`config.mk`:
```
export PLATFORM = sky130hd
export DESIGN_NAME = htr_fifo
export DESIGN_NICKNAME = d
export VERILOG_FILES = /design/src/sv/htr_pkg.sv /design/src/sv/htr_fifo.sv
export SDC_FILE = /design/constraint.sdc
export NUM_CORES = 1
export LEC_CHECK = 0
export BUFFER_PORTS_ARGS = -buffer_cell sky130_fd_sc_hd__buf_2
export CELL_PAD_IN_SITES_DETAIL_PLACEMENT = 1
export CELL_PAD_IN_SITES_GLOBAL_PLACEMENT = 1
export CORE_ASPECT_RATIO = 2
export CORE_UTILIZATION = 40
export DETAILED_ROUTE_END_ITERATION = 16
export PLACE_DENSITY = 0.71
export SETUP_SLACK_MARGIN = 0.02
export SLEW_MARGIN = 20
export SYNTH_ARGS = -nofsm -noshare
export SYNTH_HDL_FRONTEND = slang
export SYNTH_SLANG_ARGS = --single-unit
```
`constraint.sdc`:
```
create_clock -name clk -period 11.7 [get_ports clk]
set_input_delay 2.34 -clock clk [delete_from_list [all_inputs] [get_ports clk]]
set_output_delay 2.34 -clock clk [all_outputs]
set_load 0.01 [all_outputs]
```
`src/sv/htr_pkg.sv`:
```
// ----------------------------------------------------------------------------
// htr_pkg
// Shared types, widths and helpers of the hierarchical tile rasterizer.
// ----------------------------------------------------------------------------
package htr_pkg;

  localparam int TILE_SIZE     = 16;
  localparam int SUBPIXEL_BITS = 4;

  localparam int BLOCKS_PER_SIDE = (TILE_SIZE + 3) / 4;
  localparam int BLK_W = (BLOCKS_PER_SIDE > 1) ? $clog2(BLOCKS_PER_SIDE) : 1;

  // Internal math runs at 2^UNIT_SH units per pixel so the half-pixel center is exact.
  localparam int UNIT_SH = SUBPIXEL_BITS + 1;
  localparam int UNIT    = 1 << UNIT_SH;

  localparam int COORD_W = 16;              // input vertex fields
  localparam int TILE_W  = 8;               // tile row and column fields
  localparam int XY_W    = 12;              // pixel positions inside the screen
  localparam int DIM_W   = 13;              // screen width and height registers
  localparam int COV_W   = 16;

  localparam int VX_W  = COORD_W + 1;       // doubled vertex
  localparam int BC_W  = VX_W + 1;          // edge coefficients B and C
  localparam int CRD_W = DIM_W + UNIT_SH + 1;
  localparam int D_W   = ((CRD_W > VX_W) ? CRD_W : VX_W) + 1;
  localparam int E_W   = D_W + BC_W + 1;    // edge function values

  localparam int Q_DEPTH = 2;
  localparam int Q_PTR_W = $clog2(Q_DEPTH);
  localparam int Q_CNT_W = $clog2(Q_DEPTH + 1);

  localparam int CFG_IDX_W = 1;
  localparam logic [CFG_IDX_W-1:0] REG_SCREEN_WIDTH  = 1'd0;
  localparam logic [CFG_IDX_W-1:0] REG_SCREEN_HEIGHT = 1'd1;

  localparam logic [DIM_W-1:0] SCREEN_WIDTH_RST  = 13'd640;
  localparam logic [DIM_W-1:0] SCREEN_HEIGHT_RST = 13'd480;

  // Per-triangle setup handed from the front end to the block walker.
  typedef struct packed {
    logic [2:0][BC_W-1:0] b;
    logic [2:0][BC_W-1:0] c;
    logic [2:0][E_W-1:0]  e;    // edge value at the tile origin corner
    logic [XY_W-1:0]      tx;
    logic [XY_W-1:0]      ty;
  } setup_t;

  function automatic logic signed [E_W-1:0] sx_e(input logic signed [BC_W-1:0] v);
    return E_W'(v);
  endfunction

  // Coefficient times the offset of pixel center idx from the block corner.
  function automatic logic signed [E_W-1:0] pix_off(input logic signed [BC_W-1:0] v,
                                                    input int idx);
    logic signed [E_W-1:0] k;
    k = $signed(E_W'(idx * UNIT + UNIT / 2));
    return sx_e(v) * k;
  endfunction

endpackage

```
`src/sv/htr_fifo.sv`:
```
// ----------------------------------------------------------------------------
// htr_fifo
// Short queue of triangle setups between the front end and the block walker.
// ----------------------------------------------------------------------------
module htr_fifo import htr_pkg::*; (
  input  logic   clk,
  input  logic   rst,
  input  logic   push_valid,
  output logic   push_ready,
  input  setup_t push_data,
  output logic   pop_valid,
  input  logic   pop_ready,
  output setup_t pop_data
);

  setup_t               mem [Q_DEPTH];
  logic [Q_PTR_W-1:0]   wr_ptr;
  logic [Q_PTR_W-1:0]   rd_ptr;
  logic [Q_CNT_W-1:0]   count;
  logic                 do_push;
  logic                 do_pop;

  assign push_ready = (count != Q_CNT_W'(Q_DEPTH));
  assign pop_valid  = (count != '0);
  assign pop_data   = mem[rd_ptr];
  assign do_push    = push_valid && push_ready;
  assign do_pop     = pop_valid && pop_ready;

  always_ff @(posedge clk) begin
    if (do_push) begin
      mem[wr_ptr] <= push_data;
    end
  end

  always_ff @(posedge clk) begin
    if (rst) begin
      wr_ptr <= '0;
      rd_ptr <= '0;
      count  <= '0;
    end else begin
      if (do_push) begin
        wr_ptr <= (wr_ptr == Q_PTR_W'(Q_DEPTH - 1)) ? '0 : wr_ptr + 1'b1;
      end
      if (do_pop) begin
        rd_ptr <= (rd_ptr == Q_PTR_W'(Q_DEPTH - 1)) ? '0 : rd_ptr + 1'b1;
      end
      if (do_push && !do_pop) begin
        count <= count + 1'b1;
      end else if (do_pop && !do_push) begin
        count <= count - 1'b1;
      end
    end
  end

endmodule

```
Word level (Yosys, flattened, before mapping)
Memories as Yosys holds them, arrays and structs flattened. A register that Yosys moved wholly into a read port is not among the register bits.
Cells that the tools add are included.
{"block": "classes", "n_addsub": 4, "n_eq_ne": 1, "muxes": 8, "reduce_logical": 8}
{"operator": "1-bit 2-to-1 mux", "count": 6}
{"operator": "1-bit logical AND", "count": 4}
{"operator": "2-bit 2-to-1 mux", "count": 2}
{"operator": "2-bit nonzero test", "count": 2}
{"operator": "1-bit adder, second input constant", "count": 2}
{"operator": "2-bit by 1-bit adder with 2-bit output, second input constant", "count": 1}
{"operator": "1-bit zero test", "count": 2}
{"operator": "2-bit inequality test, second input constant", "count": 1}
{"operator": "2-bit by 1-bit subtractor with 2-bit output, second input constant", "count": 1}
{"block": "word_totals", "ff_bits": 4, "ram_bits": 498, "input_bits": 253, "elab_cells": 25, "memories": 1}
{"memory": "mem", "words": 2, "word_bits": 249, "read_ports": 1, "rd_ports_with_merged_regs": 1, "wr": 1, "line_no": "htr_fifo.sv:16", "rtl": "setup_t mem [Q_DEPTH];"}

Logic depth before layout (Yosys ltp)
Gate-level depths: netlist (run 1).
{"block": "depth", "word_depth": 6, "ltp_mapped": 6}

Worst setup path after synthesis (run 1)
No wires, ideal clock.
{"block": "synth_timing", "path_type": "input -> register", "from": "input push_valid", "to": "memory mem[1][0] (netlist bit), enable pin", "t_arrival_ns": 8.063, "slack_ns": 2.994, "stages": 1, "path_buffers": 0, "cell_sequence": "and3_1"}
{"block": "synth_via", "elab_chain_cells": 3}
{"item": "start: declaration", "line_no": "htr_fifo.sv:8", "rtl": "input logic push_valid,"}
{"item": "1-bit logical AND", "line_no": "htr_fifo.sv:26", "rtl": "assign do_push = push_valid && push_ready;"}
{"item": "1-bit 2-to-1 mux", "line_no": "htr_fifo.sv:30", "rtl": "if (do_push) begin"}
{"item": "1-bit 2-to-1 mux (not written as such)", "line_no": "htr_fifo.sv:31", "rtl": "mem[wr_ptr] <= push_data;"}
{"item": "end: declaration", "line_no": "htr_fifo.sv:16"}
No other way between the ends.

==> results of run 1 <==
==> routing by layer <==
layer,vias to the layer above,track usage (%),routed length [um]
met4,16,7.89,1730
met2,392,35.4,25500
met5,-,0,98
met1,4678,17.1,14400
li1,4252,-,-
met3,96,5.36,3420
==> flip-flops by register name, summed over array words and instances, names as in the netlist, named ones only <==
signal,count
mem,498
count,2
rd_ptr,1
wr_ptr,1
==> cell type report <==
| class | instances | area (um2) | area share, % |
|---|---|---|---|
| Sequential cell | 503 | 15100 | 63.6 |
| Multi-Input combinational cell | 267 | 3690 | 15.6 |
| Timing Repair Buffer | 510 | 2580 | 10.9 |
| Clock buffer | 55 | 1210 | 5.10 |
| Tap cell | 627 | 785 | 3.32 |
| Clock inverter | 27 | 304 | 1.29 |
| Antenna cell | 11 | 27.5 | 0.116 |
| Inverter | 1 | 11.3 | 0.0476 |
==> path summary, 6_finish.rpt <==
check,endpoint,startpoint,slack [ps]
hold / removal,rd_ptr,rd_ptr,510
setup / recovery,pop_data[126],flop,6260
setup reg to reg,mem[0][192],count[0],8820
hold reg to reg,rd_ptr,rd_ptr,510
==> placed cells by master (no fill, tap or decap) <==
cell type and n:
buf_2 503, edfxtp_1 498, mux2_4 202, mux2_2 47, clkbuf_16 47, diode_2 11
clkbuf_1 8, clkinv_1 7, bufinv_16 6, clkinv_2 6, buf_4 6, clkinvlp_4 4
dfxtp_1 4, xor2_1 3, nor2_1 3, o21ai_0 2, inv_8 2, a21oi_1 2
clkinv_4 2, nand2b_1 1, and2_1 1, or2_2 1, and3_4 1, nand3b_1 1
a21bo_2 1, or3_1 1, ha_1 1, dfxtp_4 1, inv_6 1, buf_12 1
==> worst register-to-register path: cells and delay by family, from the launching register on <==
family,cells,cell delay [ps]
buffers and inverters,2,1640
flip-flops,1,400
AND/OR/NAND/NOR,2,430
==> metrics by stage <==
step           instances  setup slack (ps)  utilization (%)  instance area [um2]
6_report            2001              6260             50.6                23700
5_1_grt             1997              6110             50.5                23700
4_1_cts             1990              6200             50.5                23600
3_5_place_dp        1908              6820             47.3                22100
3_3_place_gp        1908              6830             47.3                22100
2_1_floorplan        799              2990                -                19000
==> logic make-up (layout without fill, tap and decap cells) <==
family                   count (synthesis)  after routing  share of synthesized area (%)
AO/OA/AOI/OAI                            5              5                          0.158
XOR/XNOR                                 3              3                          0.138
adder cells (fa/ha/maj)                  1              1                         0.0657
buffers and inverters                   29            593                           1.58
flip-flops                             503            503                           79.1
multiplexers                           249            249                           18.7
other                                    0             11                              0
AND/OR/NAND/NOR                          9              9                          0.263
==> power by group <==
part	internal [W]	switching (W)	total, W
sequential	0.00225	0.000100	0.00235
combinational	0.000660	0.000650	0.00131
clock	0.000871	0.000645	0.00152
total	0.00379	0.00139	0.00518
==> impl_metrics.py, run 1 <==
metrics = {
    "timing": {
        "hold_viol_final": 0,
        "slew_headroom_pct": 21.8,
        "slew_violations": 0,
        "finClkSkew_ps": 17.2,
        "finalCriticalPeriod_ps": 5440,
        "fin_crit_sh_pct": 46.5,
        "hold_ws_ps": 510,
        "tns_ps": 0,
        "grt_setup_unrepaired": "false",
        "worst_pin_slew_ps": 1170,
        "setup_viol_count_final": 0,
        "fmax_mhz": 184,
    },
    "die": {
        "initial_core_util_pct": 40.7,
        "die_w_um": 156,
        "die_y_um": 311,
        "core_um2": 46800,
        "rows": 112,
        "io_pins": 504,
        "die_area_um2": 48500,
    },
    "cts": {
        "cts_resized": 0,
        "cts_tree": "yes",
        "ctsLongestPathBuffers": 3,
        "clk_pin_slew_worst_paths_ps": 60,
        "postCtsSetupRepairBufs": 0,
        "ctsHoldBuffers": 0,
        "cts_buffers": 45,
        "clock-sinks": 503,
        "h-tree-depth": 2,
        "cts-root-buf": "clkbuf_16",
        "clk-insertion-delay-late_ps": 560,
    },
    "yosys": {
        "ys_ff_latch": 503,
        "synth-seq-area-share_pct": 79.1,
        "synth_commonest_cells": "edfxtp_1 (498), mux2_4 (202), mux2_2 (47)",
        "postSynthAreaPerCell_um2": 23.8,
        "yosysTopAreaCell": "edfxtp_1",
        "syn_nets": 1053,
        "yosysMostFrequentCell": "edfxtp_1",
        "netlist_instances": 799,
        "synth_cell_types": 19,
        "yosysWarnings": 0,
        "netlist_area_um2": 19000,
        "netlist_top_cells_area": "edfxtp_1 (79%), mux2_4 (16%), mux2_2 (2.8%)",
        "synthArstFlopShare_pct": 0,
        "synth-edff-count": 498,
        "synth_top_area_share_pct": 78.6,
        "ys_dominant_reg_cell": "edfxtp_1",
    },
    "finish": {
        "layout-drive-gt1-share_pct": 61.0,
        "areaGrowthSynthToFinish_pct": 24.3,
        "fin_nets": 1582,
        "n_fill_cell": 4499,
    },
    "run": {
        "cap_violations": 0,
    },
    "global_routing": {
        "grt_pass1_wl_mm": 64.3,
        "grt_start_max_net_pins": 136,
        "gr-usage-all-layers_pct": 18.3,
        "antenna_found_initial": 18,
        "grt_pass1_vias": 10315,
        "grt_overflow_total": 0,
    },
    "critical_path": {
        "cp.depth": 3,
        "slowest_delay_ps": 990,
        "crit_chain": "buf_4, mux2_4, buf_2",
        "cp_data_arrival_time_ps": 3100,
        "crit_type": "reg -> out",
        "required_ps": 9360,
        "worstPathMaxFanout": 63,
        "slowest_stage": "dfxtp_4",
        "end_kind": "primary output",
        "reg2reg_depth": 4,
        "path_delay_family": "buffers and inverters",
        "crit_buf_inv": 2,
        "crit_path_start_kind": "flop",
    },
    "drt": {
        "first_iter_violations": 423,
        "drcViolationCount": 0,
        "vias": 9434,
        "drtAntennaViolNets": 0,
        "wirelength_mm": 45.1,
        "dr.pass1.iters": 4,
        "drt-wirelength-per-cell_um": 22.6,
        "viasPerCell": 4.71,
    },
    "outcome": {
        "status": "complete, no violations",
    },
    "power": {
        "p_total_w": 0.00518,
        "p_leak_nw": 9.11,
        "power_density_nw_per_um2": 219,
        "peakVddDrop_mv": 0.167,
    },
    "placed_design": {
        "hpwlAfterDp_mm": 32.1,
        "numPortBuffers": 503,
        "gp_congestion": 0.824,
    },
    "worst_hold_path": {
        "min_path_type": "reg -> reg",
        "hold-path-cell-count": 2,
    },
}
No activity file was read; power rests on OpenSTA's default activity.
==> run 2, diff against run 1 <==
- clock period: 11.7 -> 5.3 ns (I/O delays scaled with it)
==> run 2 against run 1 <==
  * Final cell count increased by 0.20%
  * Global-route usage shrank 0.15 points
  * Routed wire length is 1.5% lower
  * Final area barely moved
  * Sequential power up 120%
  * Clock-buffer cell count grew 8
  * Non-clock buffer count grew 5
  * Largest power group unchanged
  * Highest routed layer unchanged
==> impl_metrics.py, run 2 (synthesis results as in run 1) <==
metrics = {
    "outcome": {
        "status": "complete, no violations",
    },
    "finish": {
        "largest-register": "mem",
        "final_cell_mix": "buf_2 (503), edfxtp_1 (498), mux2_4 (202), mux2_2 (47), clkbuf_16 (47)",
        "utilization_pct": 50.5,
        "areaGrowthSynthToFinish_pct": 24.2,
        "fin_nets": 1587,
        "largest_register_ffs": 498,
        "layout-drive-gt1-share_pct": 60.5,
        "layoutNonFillerInstCount": 2005,
        "final_area_um2": 23600,
        "largestRegisters": "mem x498, count x2",
        "layout_commonest_cell": "buf_2",
    },
    "power": {
        "peakVddDrop_mv": 0.425,
        "power_density_nw_per_um2": 475,
        "p_leak_nw": 9.10,
    },
    "cts": {
        "ctsLongestPathBuffers": 3,
        "h-tree-depth": 2,
        "cts_tree": "yes",
        "postCtsSetupRepairBufs": 0,
        "cts_resized": 0,
        "clock-sinks": 503,
        "cts_buffers": 45,
        "clk_pin_slew_worst_paths_ps": 60,
        "ctsHoldBuffers": 0,
        "clk-insertion-delay-late_ps": 560,
        "cts-root-buf": "clkbuf_16",
    },
    "die": {
        "rows": 112,
        "initial_core_util_pct": 40.7,
        "die_area_um2": 48500,
        "core_um2": 46800,
        "io_pins": 504,
        "die_w_um": 156,
        "die_y_um": 311,
    },
    "timing": {
        "fmax_mhz": 277,
        "worst_pin_slew_ps": 799,
        "hold_viol_final": 0,
        "finClkSkew_ps": 17.4,
        "fin_crit_sh_pct": 68.2,
        "finalCriticalPeriod_ps": 3620,
        "tns_ps": 0,
        "setup_viol_count_final": 0,
        "hold_ws_ps": 511,
        "slew_violations": 0,
        "slew_headroom_pct": 46.8,
        "grt_setup_unrepaired": "false",
    },
    "critical_path": {
        "worstPathMaxFanout": 44,
        "slowest_stage": "dfxtp_4",
        "required_ps": 4240,
        "cp_data_arrival_time_ps": 2560,
        "slowest_delay_ps": 840,
        "end_kind": "primary output",
        "crit_type": "reg -> out",
        "crit_path_start_kind": "flop",
        "crit_chain": "buf_4, mux2_2, buf_2",
    },
    "placed_design": {
        "gp_congestion": 0.796,
        "numPortBuffers": 503,
        "place_area_um2": 22200,
        "hpwlAfterDp_mm": 31.6,
        "placed_cells": 1913,
    },
    "run": {
        "cap_violations": 0,
    },
    "drt": {
        "vias": 9508,
        "viasPerCell": 4.74,
        "drt-wirelength-per-cell_um": 22.2,
        "drtAntennaViolNets": 0,
        "drcViolationCount": 0,
        "first_iter_violations": 457,
        "dr.pass1.iters": 4,
        "wirelength_mm": 44.5,
    },
    "global_routing": {
        "grt_pass1_vias": 10520,
        "grt_start_max_net_pins": 113,
        "gr-usage-all-layers_pct": 18.1,
        "antenna_found_initial": 13,
        "grt_pass1_wl_mm": 64.2,
        "grt_overflow_total": 0,
    },
    "worst_hold_path": {
        "min_path_type": "reg -> reg",
    },
}
-- run 2: per-layer routing --
layer,track usage [%],vias to the layer above,part of all wire (%)
li1,-,4263,-
met1,17.7,4751,33
met2,34.5,392,56
met3,4.44,96,6.5
met4,8.93,6,4.0
met5,0,-,0.094
-- run 2: per-stage QoR --
stage	total power, W	worst slack, ps
global route	0.0117	1520
detailed placement	0.00826	2180
finish	0.0112	1680
CTS	0.0114	1570
floorplan	0.00725	-7.69
global placement	0.00818	2240
-- run 2: cell type report --
class                      instances  area, um2
antenna                           10       25.0
clock buffer                      63       1260
clock inverter                    19        143
fill                            4510      23200
inverter                           1       7.51
multi-input combinational        267       3690
sequential                       503      15100
tap                              627        785
timing repair buffer             515       2680
-- run 2: path summary, 6_finish.rpt --
| path | slack, ps | cells after the start | start | endpoint |
|---|---|---|---|---|
| worst max-delay path | 1680 | 3 | flop | pop_data[219] |
| worst min-delay path | 510 | 2 | rd_ptr | rd_ptr |
| worst max register to register | 2880 | 4 | count[0] | mem[0][37] |
| worst min register to register | 510 | 2 | rd_ptr | rd_ptr |
-- run 2: power breakdown --
group | internal [W] | switching [W]
combinational | 0.00146 | 0.00150
sequential | 0.00497 | 0.000191
clock | 0.00175 | 0.00137
-- run 2: critical path: cells and delay by family, from the launching register on --
| kind | cells | cell delay (ps) |
|---|---|---|
| DFF | 1 | 840 |
| muxes | 1 | 400 |
| buffers and inverters | 2 | 730 |
